## src/sv/rsfc_pkg.sv

```systemverilog
// ----------------------------------------------------------------------------
// rsfc_pkg
// Shared types and codes of the RS485 half-duplex frame controller.
// ----------------------------------------------------------------------------
`default_nettype none

package rsfc_pkg;

  localparam int TX_DEPTH_DEF = 256;
  localparam int RX_DEPTH_DEF = 256;

  localparam logic [15:0] GAP_TICKS_RST  = 16'd35;
  localparam logic [15:0] TURN_TICKS_RST = 16'd35;
  localparam logic [8:0]  CAPACITY_RST   = 9'd256;

  localparam logic [2:0] ACT_TICK     = 3'd0;
  localparam logic [2:0] ACT_RX_BYTE  = 3'd1;
  localparam logic [2:0] ACT_TX_EMPTY = 3'd2;
  localparam logic [2:0] ACT_TX_DONE  = 3'd3;
  localparam logic [2:0] ACT_LINE_ERR = 3'd4;
  localparam logic [2:0] ACT_LOAD     = 3'd5;
  localparam logic [2:0] ACT_READ     = 3'd6;

  localparam logic [1:0] CFG_RX_GAP     = 2'd0;
  localparam logic [1:0] CFG_TURNAROUND = 2'd1;
  localparam logic [1:0] CFG_CAPACITY   = 2'd2;

  typedef struct packed {
    logic [2:0] action;
    logic [7:0] data;
    logic       last;
  } item_t;

  typedef struct packed {
    logic        accepted;
    logic        tx_valid;
    logic [7:0]  tx_byte;
    logic        drive_enable;
    logic        read_valid;
    logic [7:0]  read_byte;
    logic        read_last;
    logic        frame_ready;
    logic [8:0]  frame_length;
    logic [15:0] error_count;
    logic [1:0]  tx_phase;
  } result_t;

endpackage

`default_nettype wire

```

## src/sv/rsfc_ram.sv

```systemverilog
// ----------------------------------------------------------------------------
// rsfc_ram
// Byte buffer with one write port and one registered read port.
// ----------------------------------------------------------------------------
`default_nettype none

module rsfc_ram #(
  parameter int DEPTH = rsfc_pkg::TX_DEPTH_DEF,
  parameter int AW    = (DEPTH > 1) ? $clog2(DEPTH) : 1
) (
  input  wire logic          clk,
  input  wire logic          we,
  input  wire logic [AW-1:0] waddr,
  input  wire logic [7:0]    wdata,
  input  wire logic          re,
  input  wire logic [AW-1:0] raddr,
  output logic      [7:0]    rdata
);

  logic [7:0] mem [DEPTH];

  always_ff @(posedge clk) begin
    if (we) begin
      mem[waddr] <= wdata;
    end
  end

  always_ff @(posedge clk) begin
    if (re) begin
      rdata <= mem[raddr];
    end
  end

endmodule

`default_nettype wire

```

## src/sv/rs485_half_duplex_frame_controller_top.sv

```systemverilog
// ----------------------------------------------------------------------------
// rs485_half_duplex_frame_controller_top
// Event-driven RS485 half-duplex frame controller with idle-gap framing.
// ----------------------------------------------------------------------------
// One event enters per clock. Each event is captured in an input register,
// processed in a single pass that updates the controller state and issues at
// most one write and one read to each byte buffer, and its result is presented
// from the result register, together with the registered buffer read. A
// stalled result holds the pipeline; otherwise the sustained rate is one event
// per cycle. The buffers need no clearing pass after reset.
`default_nettype none

module rs485_half_duplex_frame_controller_top #(
  parameter int TX_DEPTH = rsfc_pkg::TX_DEPTH_DEF,
  parameter int RX_DEPTH = rsfc_pkg::RX_DEPTH_DEF
) (
  input  wire logic             clk,
  input  wire logic             rst,
  input  wire logic             item_valid,
  output logic                  item_ready,
  input  wire rsfc_pkg::item_t  item,
  output logic                  result_valid,
  input  wire logic             result_ready,
  output rsfc_pkg::result_t     result,
  input  wire logic             cfg_valid,
  output logic                  cfg_ready,
  input  wire logic [1:0]       cfg_index,
  input  wire logic [15:0]      cfg_data
);

  localparam int TAW  = (TX_DEPTH > 1) ? $clog2(TX_DEPTH) : 1;
  localparam int RAW  = (RX_DEPTH > 1) ? $clog2(RX_DEPTH) : 1;
  localparam int TCW  = $clog2(TX_DEPTH + 1);
  localparam int RCW  = $clog2(RX_DEPTH + 1);
  localparam int CMPW = (RCW > 9) ? RCW : 9;

  typedef enum logic [1:0] {PH_IDLE = 2'd0, PH_SEND = 2'd1, PH_TURN = 2'd2} phase_t;

  // configuration
  logic [15:0] gap_ticks;
  logic [15:0] turn_ticks;
  logic [8:0]  capacity;

  // controller state
  phase_t          phase, phase_next;
  logic [TCW-1:0]  tx_fill, tx_fill_next;
  logic [TCW-1:0]  tx_total, tx_total_next;
  logic [TCW-1:0]  tx_pos, tx_pos_next;
  logic            empty_on, empty_on_next;
  logic            complete_armed, complete_armed_next;
  logic            drive, drive_next;
  logic [RCW-1:0]  rx_count, rx_count_next;
  logic [RCW-1:0]  rx_read_pos, rx_read_pos_next;
  logic            rx_open, rx_open_next;
  logic            rx_done, rx_done_next;
  logic [15:0]     gap_counter, gap_counter_next;
  logic            gap_running, gap_running_next;
  logic [15:0]     err_counter, err_counter_next;

  // input stage
  logic            a_valid;
  rsfc_pkg::item_t a_item;

  // result stage
  logic        b_valid;
  logic        b_accepted, b_tx_valid, b_tx_from_mem, b_read_valid, b_read_from_mem;
  logic        b_read_last, b_drive, b_frame_ready;
  logic [7:0]  b_tx_direct;
  logic [8:0]  b_frame_length;
  logic [15:0] b_error_count;
  logic [1:0]  b_phase;

  logic        accepted_next, tx_valid_next, tx_from_mem_next, read_valid_next;
  logic        read_from_mem_next, read_last_next;

  // buffer ports
  logic           tx_we, rx_we;
  logic [TAW-1:0] tx_waddr, tx_raddr;
  logic [RAW-1:0] rx_waddr, rx_raddr;
  logic [7:0]     rx_wdata;
  logic [7:0]     tx_rdata, rx_rdata;

  logic advance;
  logic rx_full;
  logic [CMPW-1:0] count_ext;
  logic [CMPW-1:0] len_ext;

  assign advance    = a_valid && (!b_valid || result_ready);
  assign item_ready = !a_valid || advance;
  assign cfg_ready  = 1'b1;

  assign count_ext = CMPW'(rx_count);
  assign rx_full   = (count_ext >= CMPW'(capacity)) || (rx_count >= RCW'(RX_DEPTH));

  always_comb begin
    phase_next          = phase;
    tx_fill_next        = tx_fill;
    tx_total_next       = tx_total;
    tx_pos_next         = tx_pos;
    empty_on_next       = empty_on;
    complete_armed_next = complete_armed;
    drive_next          = drive;
    rx_count_next       = rx_count;
    rx_read_pos_next    = rx_read_pos;
    rx_open_next        = rx_open;
    rx_done_next        = rx_done;
    gap_counter_next    = gap_counter;
    gap_running_next    = gap_running;
    err_counter_next    = err_counter;
    accepted_next       = 1'b0;
    tx_valid_next       = 1'b0;
    tx_from_mem_next    = 1'b0;
    read_valid_next     = 1'b0;
    read_from_mem_next  = 1'b0;
    read_last_next      = 1'b0;
    tx_we               = 1'b0;
    tx_waddr            = tx_fill[TAW-1:0];
    tx_raddr            = tx_pos[TAW-1:0];
    rx_we               = 1'b0;
    rx_waddr            = rx_count[RAW-1:0];
    rx_wdata            = a_item.data;
    rx_raddr            = rx_read_pos[RAW-1:0];

    case (a_item.action)
      rsfc_pkg::ACT_TICK: begin
        if (gap_running) begin
          if (gap_counter <= 16'd1) begin
            gap_counter_next = '0;
            gap_running_next = 1'b0;
            if (phase == PH_TURN) begin
              phase_next = PH_IDLE;
            end
            if (rx_open) begin
              rx_open_next = 1'b0;
              rx_done_next = 1'b1;
            end
          end else begin
            gap_counter_next = gap_counter - 16'd1;
          end
        end
      end
      rsfc_pkg::ACT_RX_BYTE: begin
        if (rx_done) begin
          err_counter_next = err_counter + 16'd1;
        end else if (rx_open) begin
          gap_counter_next = gap_ticks;
          if (rx_full) begin
            rx_done_next     = 1'b1;
            rx_open_next     = 1'b0;
            err_counter_next = err_counter + 16'd1;
          end else begin
            rx_we         = 1'b1;
            rx_count_next = rx_count + RCW'(1);
          end
        end else begin
          rx_we            = 1'b1;
          rx_waddr         = '0;
          rx_count_next    = RCW'(1);
          rx_read_pos_next = '0;
          gap_counter_next = gap_ticks;
          gap_running_next = 1'b1;
          rx_open_next     = 1'b1;
        end
      end
      rsfc_pkg::ACT_TX_EMPTY: begin
        if (empty_on) begin
          if (phase != PH_SEND) begin
            empty_on_next = 1'b0;
          end else if (tx_pos < tx_total) begin
            tx_valid_next    = 1'b1;
            tx_from_mem_next = 1'b1;
            tx_pos_next      = tx_pos + TCW'(1);
          end else begin
            empty_on_next       = 1'b0;
            complete_armed_next = 1'b1;
          end
        end
      end
      rsfc_pkg::ACT_TX_DONE: begin
        if (complete_armed) begin
          complete_armed_next = 1'b0;
          if (phase == PH_SEND) begin
            drive_next       = 1'b0;
            gap_counter_next = turn_ticks;
            gap_running_next = 1'b1;
            phase_next       = PH_TURN;
          end
        end
      end
      rsfc_pkg::ACT_LINE_ERR: begin
        err_counter_next = err_counter + 16'd1;
      end
      rsfc_pkg::ACT_LOAD: begin
        if (phase == PH_IDLE) begin
          if (tx_fill >= TCW'(TX_DEPTH)) begin
            tx_fill_next = '0;
          end else begin
            accepted_next = 1'b1;
            tx_we         = 1'b1;
            tx_fill_next  = tx_fill + TCW'(1);
            if (a_item.last) begin
              if (rx_open) begin
                rx_open_next     = 1'b0;
                gap_running_next = 1'b0;
              end
              phase_next       = PH_SEND;
              tx_total_next    = tx_fill + TCW'(1);
              tx_fill_next     = '0;
              drive_next       = 1'b1;
              tx_valid_next    = 1'b1;
              tx_from_mem_next = (tx_fill != '0);
              tx_raddr         = '0;
              tx_pos_next      = TCW'(1);
              empty_on_next    = 1'b1;
            end
          end
        end
      end
      rsfc_pkg::ACT_READ: begin
        if (rx_done) begin
          accepted_next      = 1'b1;
          read_valid_next    = 1'b1;
          read_from_mem_next = (rx_read_pos < rx_count);
          rx_read_pos_next   = rx_read_pos + RCW'(1);
          if (rx_read_pos + RCW'(1) >= rx_count) begin
            read_last_next = 1'b1;
            rx_done_next   = 1'b0;
          end
        end
      end
      default: begin
      end
    endcase
  end

  assign len_ext = CMPW'(rx_count_next);

  always_ff @(posedge clk) begin
    if (rst) begin
      gap_ticks      <= rsfc_pkg::GAP_TICKS_RST;
      turn_ticks     <= rsfc_pkg::TURN_TICKS_RST;
      capacity       <= rsfc_pkg::CAPACITY_RST;
      phase          <= PH_IDLE;
      tx_fill        <= '0;
      tx_total       <= '0;
      tx_pos         <= '0;
      empty_on       <= 1'b0;
      complete_armed <= 1'b0;
      drive          <= 1'b0;
      rx_count       <= '0;
      rx_read_pos    <= '0;
      rx_open        <= 1'b0;
      rx_done        <= 1'b0;
      gap_counter    <= '0;
      gap_running    <= 1'b0;
      err_counter    <= '0;
      a_valid        <= 1'b0;
      b_valid        <= 1'b0;
    end else begin
      if (cfg_valid) begin
        case (cfg_index)
          rsfc_pkg::CFG_RX_GAP:     gap_ticks  <= cfg_data;
          rsfc_pkg::CFG_TURNAROUND: turn_ticks <= cfg_data;
          rsfc_pkg::CFG_CAPACITY:   capacity   <= cfg_data[8:0];
          default: begin
          end
        endcase
      end
      if (item_ready) begin
        a_valid <= item_valid;
      end
      if (advance) begin
        phase          <= phase_next;
        tx_fill        <= tx_fill_next;
        tx_total       <= tx_total_next;
        tx_pos         <= tx_pos_next;
        empty_on       <= empty_on_next;
        complete_armed <= complete_armed_next;
        drive          <= drive_next;
        rx_count       <= rx_count_next;
        rx_read_pos    <= rx_read_pos_next;
        rx_open        <= rx_open_next;
        rx_done        <= rx_done_next;
        gap_counter    <= gap_counter_next;
        gap_running    <= gap_running_next;
        err_counter    <= err_counter_next;
        b_valid        <= 1'b1;
      end else if (result_ready) begin
        b_valid <= 1'b0;
      end
    end
  end

  // payload registers
  always_ff @(posedge clk) begin
    if (item_ready) begin
      a_item <= item;
    end
    if (advance) begin
      b_accepted      <= accepted_next;
      b_tx_valid      <= tx_valid_next;
      b_tx_from_mem   <= tx_from_mem_next;
      b_tx_direct     <= a_item.data;
      b_drive         <= drive_next;
      b_read_valid    <= read_valid_next;
      b_read_from_mem <= read_from_mem_next;
      b_read_last     <= read_last_next;
      b_frame_ready   <= rx_done_next;
      b_frame_length  <= len_ext[8:0];
      b_error_count   <= err_counter_next;
      b_phase         <= phase_next;
    end
  end

  rsfc_ram #(.DEPTH(TX_DEPTH), .AW(TAW)) u_tx_ram (
    .clk   (clk),
    .we    (advance && tx_we),
    .waddr (tx_waddr),
    .wdata (a_item.data),
    .re    (advance),
    .raddr (tx_raddr),
    .rdata (tx_rdata)
  );

  rsfc_ram #(.DEPTH(RX_DEPTH), .AW(RAW)) u_rx_ram (
    .clk   (clk),
    .we    (advance && rx_we),
    .waddr (rx_waddr),
    .wdata (rx_wdata),
    .re    (advance),
    .raddr (rx_raddr),
    .rdata (rx_rdata)
  );

  assign result_valid = b_valid;

  always_comb begin
    result              = '0;
    result.accepted     = b_accepted;
    result.tx_valid     = b_tx_valid;
    result.tx_byte      = b_tx_valid ? (b_tx_from_mem ? tx_rdata : b_tx_direct) : 8'd0;
    result.drive_enable = b_drive;
    result.read_valid   = b_read_valid;
    result.read_byte    = (b_read_valid && b_read_from_mem) ? rx_rdata : 8'd0;
    result.read_last    = b_read_last;
    result.frame_ready  = b_frame_ready;
    result.frame_length = b_frame_length;
    result.error_count  = b_error_count;
    result.tx_phase     = b_phase;
  end

endmodule

`default_nettype wire
```

## config.mk

```make
export PLATFORM = sky130hd
export DESIGN_NAME = rs485_half_duplex_frame_controller_top
export DESIGN_NICKNAME = d
export VERILOG_FILES = /design/src/sv/rsfc_pkg.sv /design/src/sv/rsfc_ram.sv /design/src/sv/rs485_half_duplex_frame_controller_top.sv
export SDC_FILE = /design/constraint.sdc
export NUM_CORES = 2
export LEC_CHECK = 0
export BUFFER_PORTS_ARGS = -buffer_cell sky130_fd_sc_hd__clkbuf_2
export CORE_UTILIZATION = 63
export DETAILED_ROUTE_END_ITERATION = 12
export PLACE_DENSITY = 0.77
export SYNTH_ARGS = -nofsm -noshare
export SYNTH_HDL_FRONTEND = slang
export SYNTH_SLANG_ARGS = --single-unit
```

## constraint.sdc

```tcl
create_clock -name clk -period 9.2 [get_ports clk]
set_input_delay 0.46 -clock clk [delete_from_list [all_inputs] [get_ports clk]]
set_output_delay 0.46 -clock clk [all_outputs]
set_load 0.05 [all_outputs]
```

==> out/results.ini <==
[layout]
regArea_um2 = 128000
final_cell_mix = 4,167 x edfxtp_1, 803 x nor2_1, 702 x mux4_2
multi_input_area_um2 = 40000
fillers = 15295
layout_commonest_cell = edfxtp_1
nets = 9875
area_growth_pct = 10.6
final_util_pct = 70.2
drive_gt1_share_pct = 17.6
design_area_um2 = 188000

[die]
fp.dieH_um = 522
initial_core_util_pct = 63.5
core_area_um2 = 268000
die_area_um2 = 273000
num_io_pins = 87
die_w_um = 522
fp-row-count = 190

[yosys]
synth_cells = 9716
synthXorXnorAreaFrac_pct = 0.226
synth-compound-area-share_pct = 5.54
synth.avg_cell_area_um2 = 17.5
syn_area_um2 = 170000
synth_edf_count = 4167
synthArstFlopShare_pct = 0
synthesis.nets = 9796
synth_top_family_by_area = multiplexers
synth_warnings = 0
yosys.area_share.simple_pct = 5.01
yosys_register_bits = 4295
synth_flop_cell = edfxtp_1
synth-seq-area-share_pct = 74.9
synthDistinctLibCells = 89
synth.area.mux_share_pct = 12.2
synth_fa_ha_area_share_pct = 0.330

[min_path]
hold-path-endpoint = gap_ticks[6]
hp-class = input port to register
holdPathStages = 5
min_from = cfg_index[0]

[cts]
clockRootBuffer = clkbuf_16
clkTransAtPathRegs_ns = 0.06
clock_sinks = 4295
post_cts.repair.setup_buffers = 0
cts.repair.resized = 0
cts_tree = done
cts_buffer_depth = 4
h-tree-depth = 5
hold_buffers = 33
cts-buffers-inserted = 408
clock_latency_ns = 0.96

[critical_path]
worst_r2r_endpoint = u_tx_ram.rdata[3]
crit_fanout = 147
ff2ff_setup_slack_ns = 3.68
rr_worst_depth = 11
worstPathArrival_ns = 6.16
r2r_start = tx_pos[0]
start_kind = register
cp_data_required_time_ns = 9.84
setup.worst_path.class = register to register
cp-end-kind = register

[global_route]
gr-total-overflow = 0
antenna_found_initial = 18
grt_max_degree = 206
grt.total_usage_pct = 36.7
grt_pass1_wl_mm = 709
grt_pass1_vias = 96386

[timing]
max_slew_margin_pct = -1.69
fin_crit_ns = 5.52
period_share_pct = 60.0
slew_viol_final = 101
finClkSkew_ns = 0.0530
timing.fmax_ghz = 0.181
hold_viol = 0
rsz0062_at_grt = false
fin_tns_setup_ns = 0
worst_slew_pin_slew_ns = 1.52
timing.hold.ws_ns = 0.0603
setup_viol = 0

[place]
hpwlAfterDp_mm = 273
gp_congestion = 0.987
io_buffers = 85
placed_area_um2 = 175000

[routing]
drt-pass1-iter-count = 9
drtIter0Drc = 17612
avgRoutedWirePerCell_um = 36.3
postRouteAntennaNets = 0
vias = 100144
drcViolationCount = 0
routed_via_density = 7.31
wirelength_mm = 498

[flow_run]
max-cap-violations = 4

[pwr]
leakage_nw = 57.5
peakVddDrop_v = 0.000287
power.density_nw_per_um2 = 210
power_mw = 39.7

[run_status]
status = complete, but fails checks
violations = capacitance limit, slew limit

## per-stage QoR
stage / setup slack [ns] / std cells
5_1_grt: 3.61 / 13693
3_3_place_gp: 4.16 / 12904
3_5_place_dp: 4.05 / 12904
6_report: 3.68 / 13704
4_1_cts: 3.90 / 13689
2_1_floorplan: 1.59 / 9716
## worst max path at each step
| stage | start | endpoint | slack [ns] | depth (start not counted) |
|---|---|---|---|---|
| 2_1_floorplan | rx_wdata[0] | b_tx_direct[0] | 1.59 | 0 |
| 3_5_place_dp | a_item[10] | u_tx_ram.rdata[0] | 4.05 | 11 |
| 6_report | tx_pos[0] | u_tx_ram.rdata[3] | 3.68 | 11 |
| 4_1_cts | a_item[9] | u_rx_ram.mem[198][1] | 3.90 | 7 |
| 3_3_place_gp | a_item[10] | u_tx_ram.rdata[0] | 4.16 | 11 |
| 5_1_grt | a_item[9] | u_rx_ram.mem[198][1] | 3.61 | 7 |
## synth_stat cells (7+ instances only)
cell type	instances	area, µm²
edfxtp_1	4167	125000
nor2_1	805	3020
nand2_1	709	2660
mux4_2	702	15800
a21oi_1	423	2120
mux2i_1	363	3630
clkbuf_1	311	1170
o21ai_0	255	1280
buf_2	224	1120
o22ai_1	156	976
nand3_1	131	656
dfxtp_1	128	2560
mux2_2	125	1410
a211oi_1	121	908
a31oi_1	103	644
o221ai_1	71	622
nor2b_1	70	438
nor3_1	68	340
a22oi_1	67	503
buf_1	62	233
and3_1	50	313
ha_1	45	563
inv_1	40	150
o211ai_1	39	293
a221oi_1	31	272
nor4_1	31	194
xnor2_1	30	263
and2_1	29	181
buf_4	29	218
a21o_1	26	195
nand2b_1	25	156
a22o_1	17	149
a311oi_1	16	140
o21a_1	16	120
nand4_1	14	87.6
o2111ai_1	14	123
xor2_1	14	123
a2111oi_0	13	114
a32oi_1	13	114
o22a_1	11	96.3
or3_1	11	68.8
nor3b_1	8	60.1
o21ai_1	8	40.0
o311ai_0	7	61.3
or2_2	7	43.8
## cells by family after synthesis
kind of cell,after synthesis
XOR/XNOR,44
AND/OR/NAND/NOR,1991
buffers and inverters,674
multiplexers,1190
flip-flops,4295
other,1
AO/OA/AOI/OAI,1476
adder cells (fa/ha/maj),45
## routing by layer
metal / share of wire, % / track usage [%] / wire, µm / up-vias
li1: - / - / - / 38953
met4: 7.2 / 21.6 / 35900 / 10
met5: 0.012 / 0 / 61 / -
met1: 33 / 49.0 / 166000 / 50017
met2: 46 / 56.0 / 229000 / 9391
met3: 13 / 8.38 / 66400 / 1773
## where the power goes
part	internal, mW	switching (mW)	leakage, nW
logic	0.123	0.622	12.4
registers	21.5	0.0241	38.5
clock network	9.84	7.56	6.63
## worst max-delay path, stage by stage (launching register included)
cell,delay (ns)
dfxtp_4,0.73
buf_4,0.45
buf_4,0.53
buf_12,0.57
nor2b_1,0.13
a211oi_1,0.25
a31oi_1,0.08
a22o_1,0.31
a21oi_1,0.31
o22ai_1,0.24
nor4_1,1.12
nor4_2,0.13
## layout make-up
cell class              instances  area share [%]
repair buffers                300            1.33
flip-flops and latches       4295            67.8
clock inverters               265            1.55
well taps                    3552            2.36
multi-input cells            4747            21.2
inverters                      43          0.0890
clock buffers                 487            5.66
diodes                         15          0.0199
## sequential cells by signal, summed over array words and instances (netlist names), 2 cells and up
register	cells
a_item	4
b_error_count	16
b_frame_length	9
b_phase	2
b_tx_direct	8
capacity	9
count_ext	9
err_counter	16
gap_counter	16
gap_ticks	16
phase	2
rx_read_pos	9
rx_wdata	8
turn_ticks	16
tx_fill	9
tx_pos	9
tx_total	9
u_rx_ram.mem	2048
u_rx_ram.rdata	8
u_tx_ram.mem	2048
u_tx_ram.rdata	8
(Power assumes the default switching activity.)
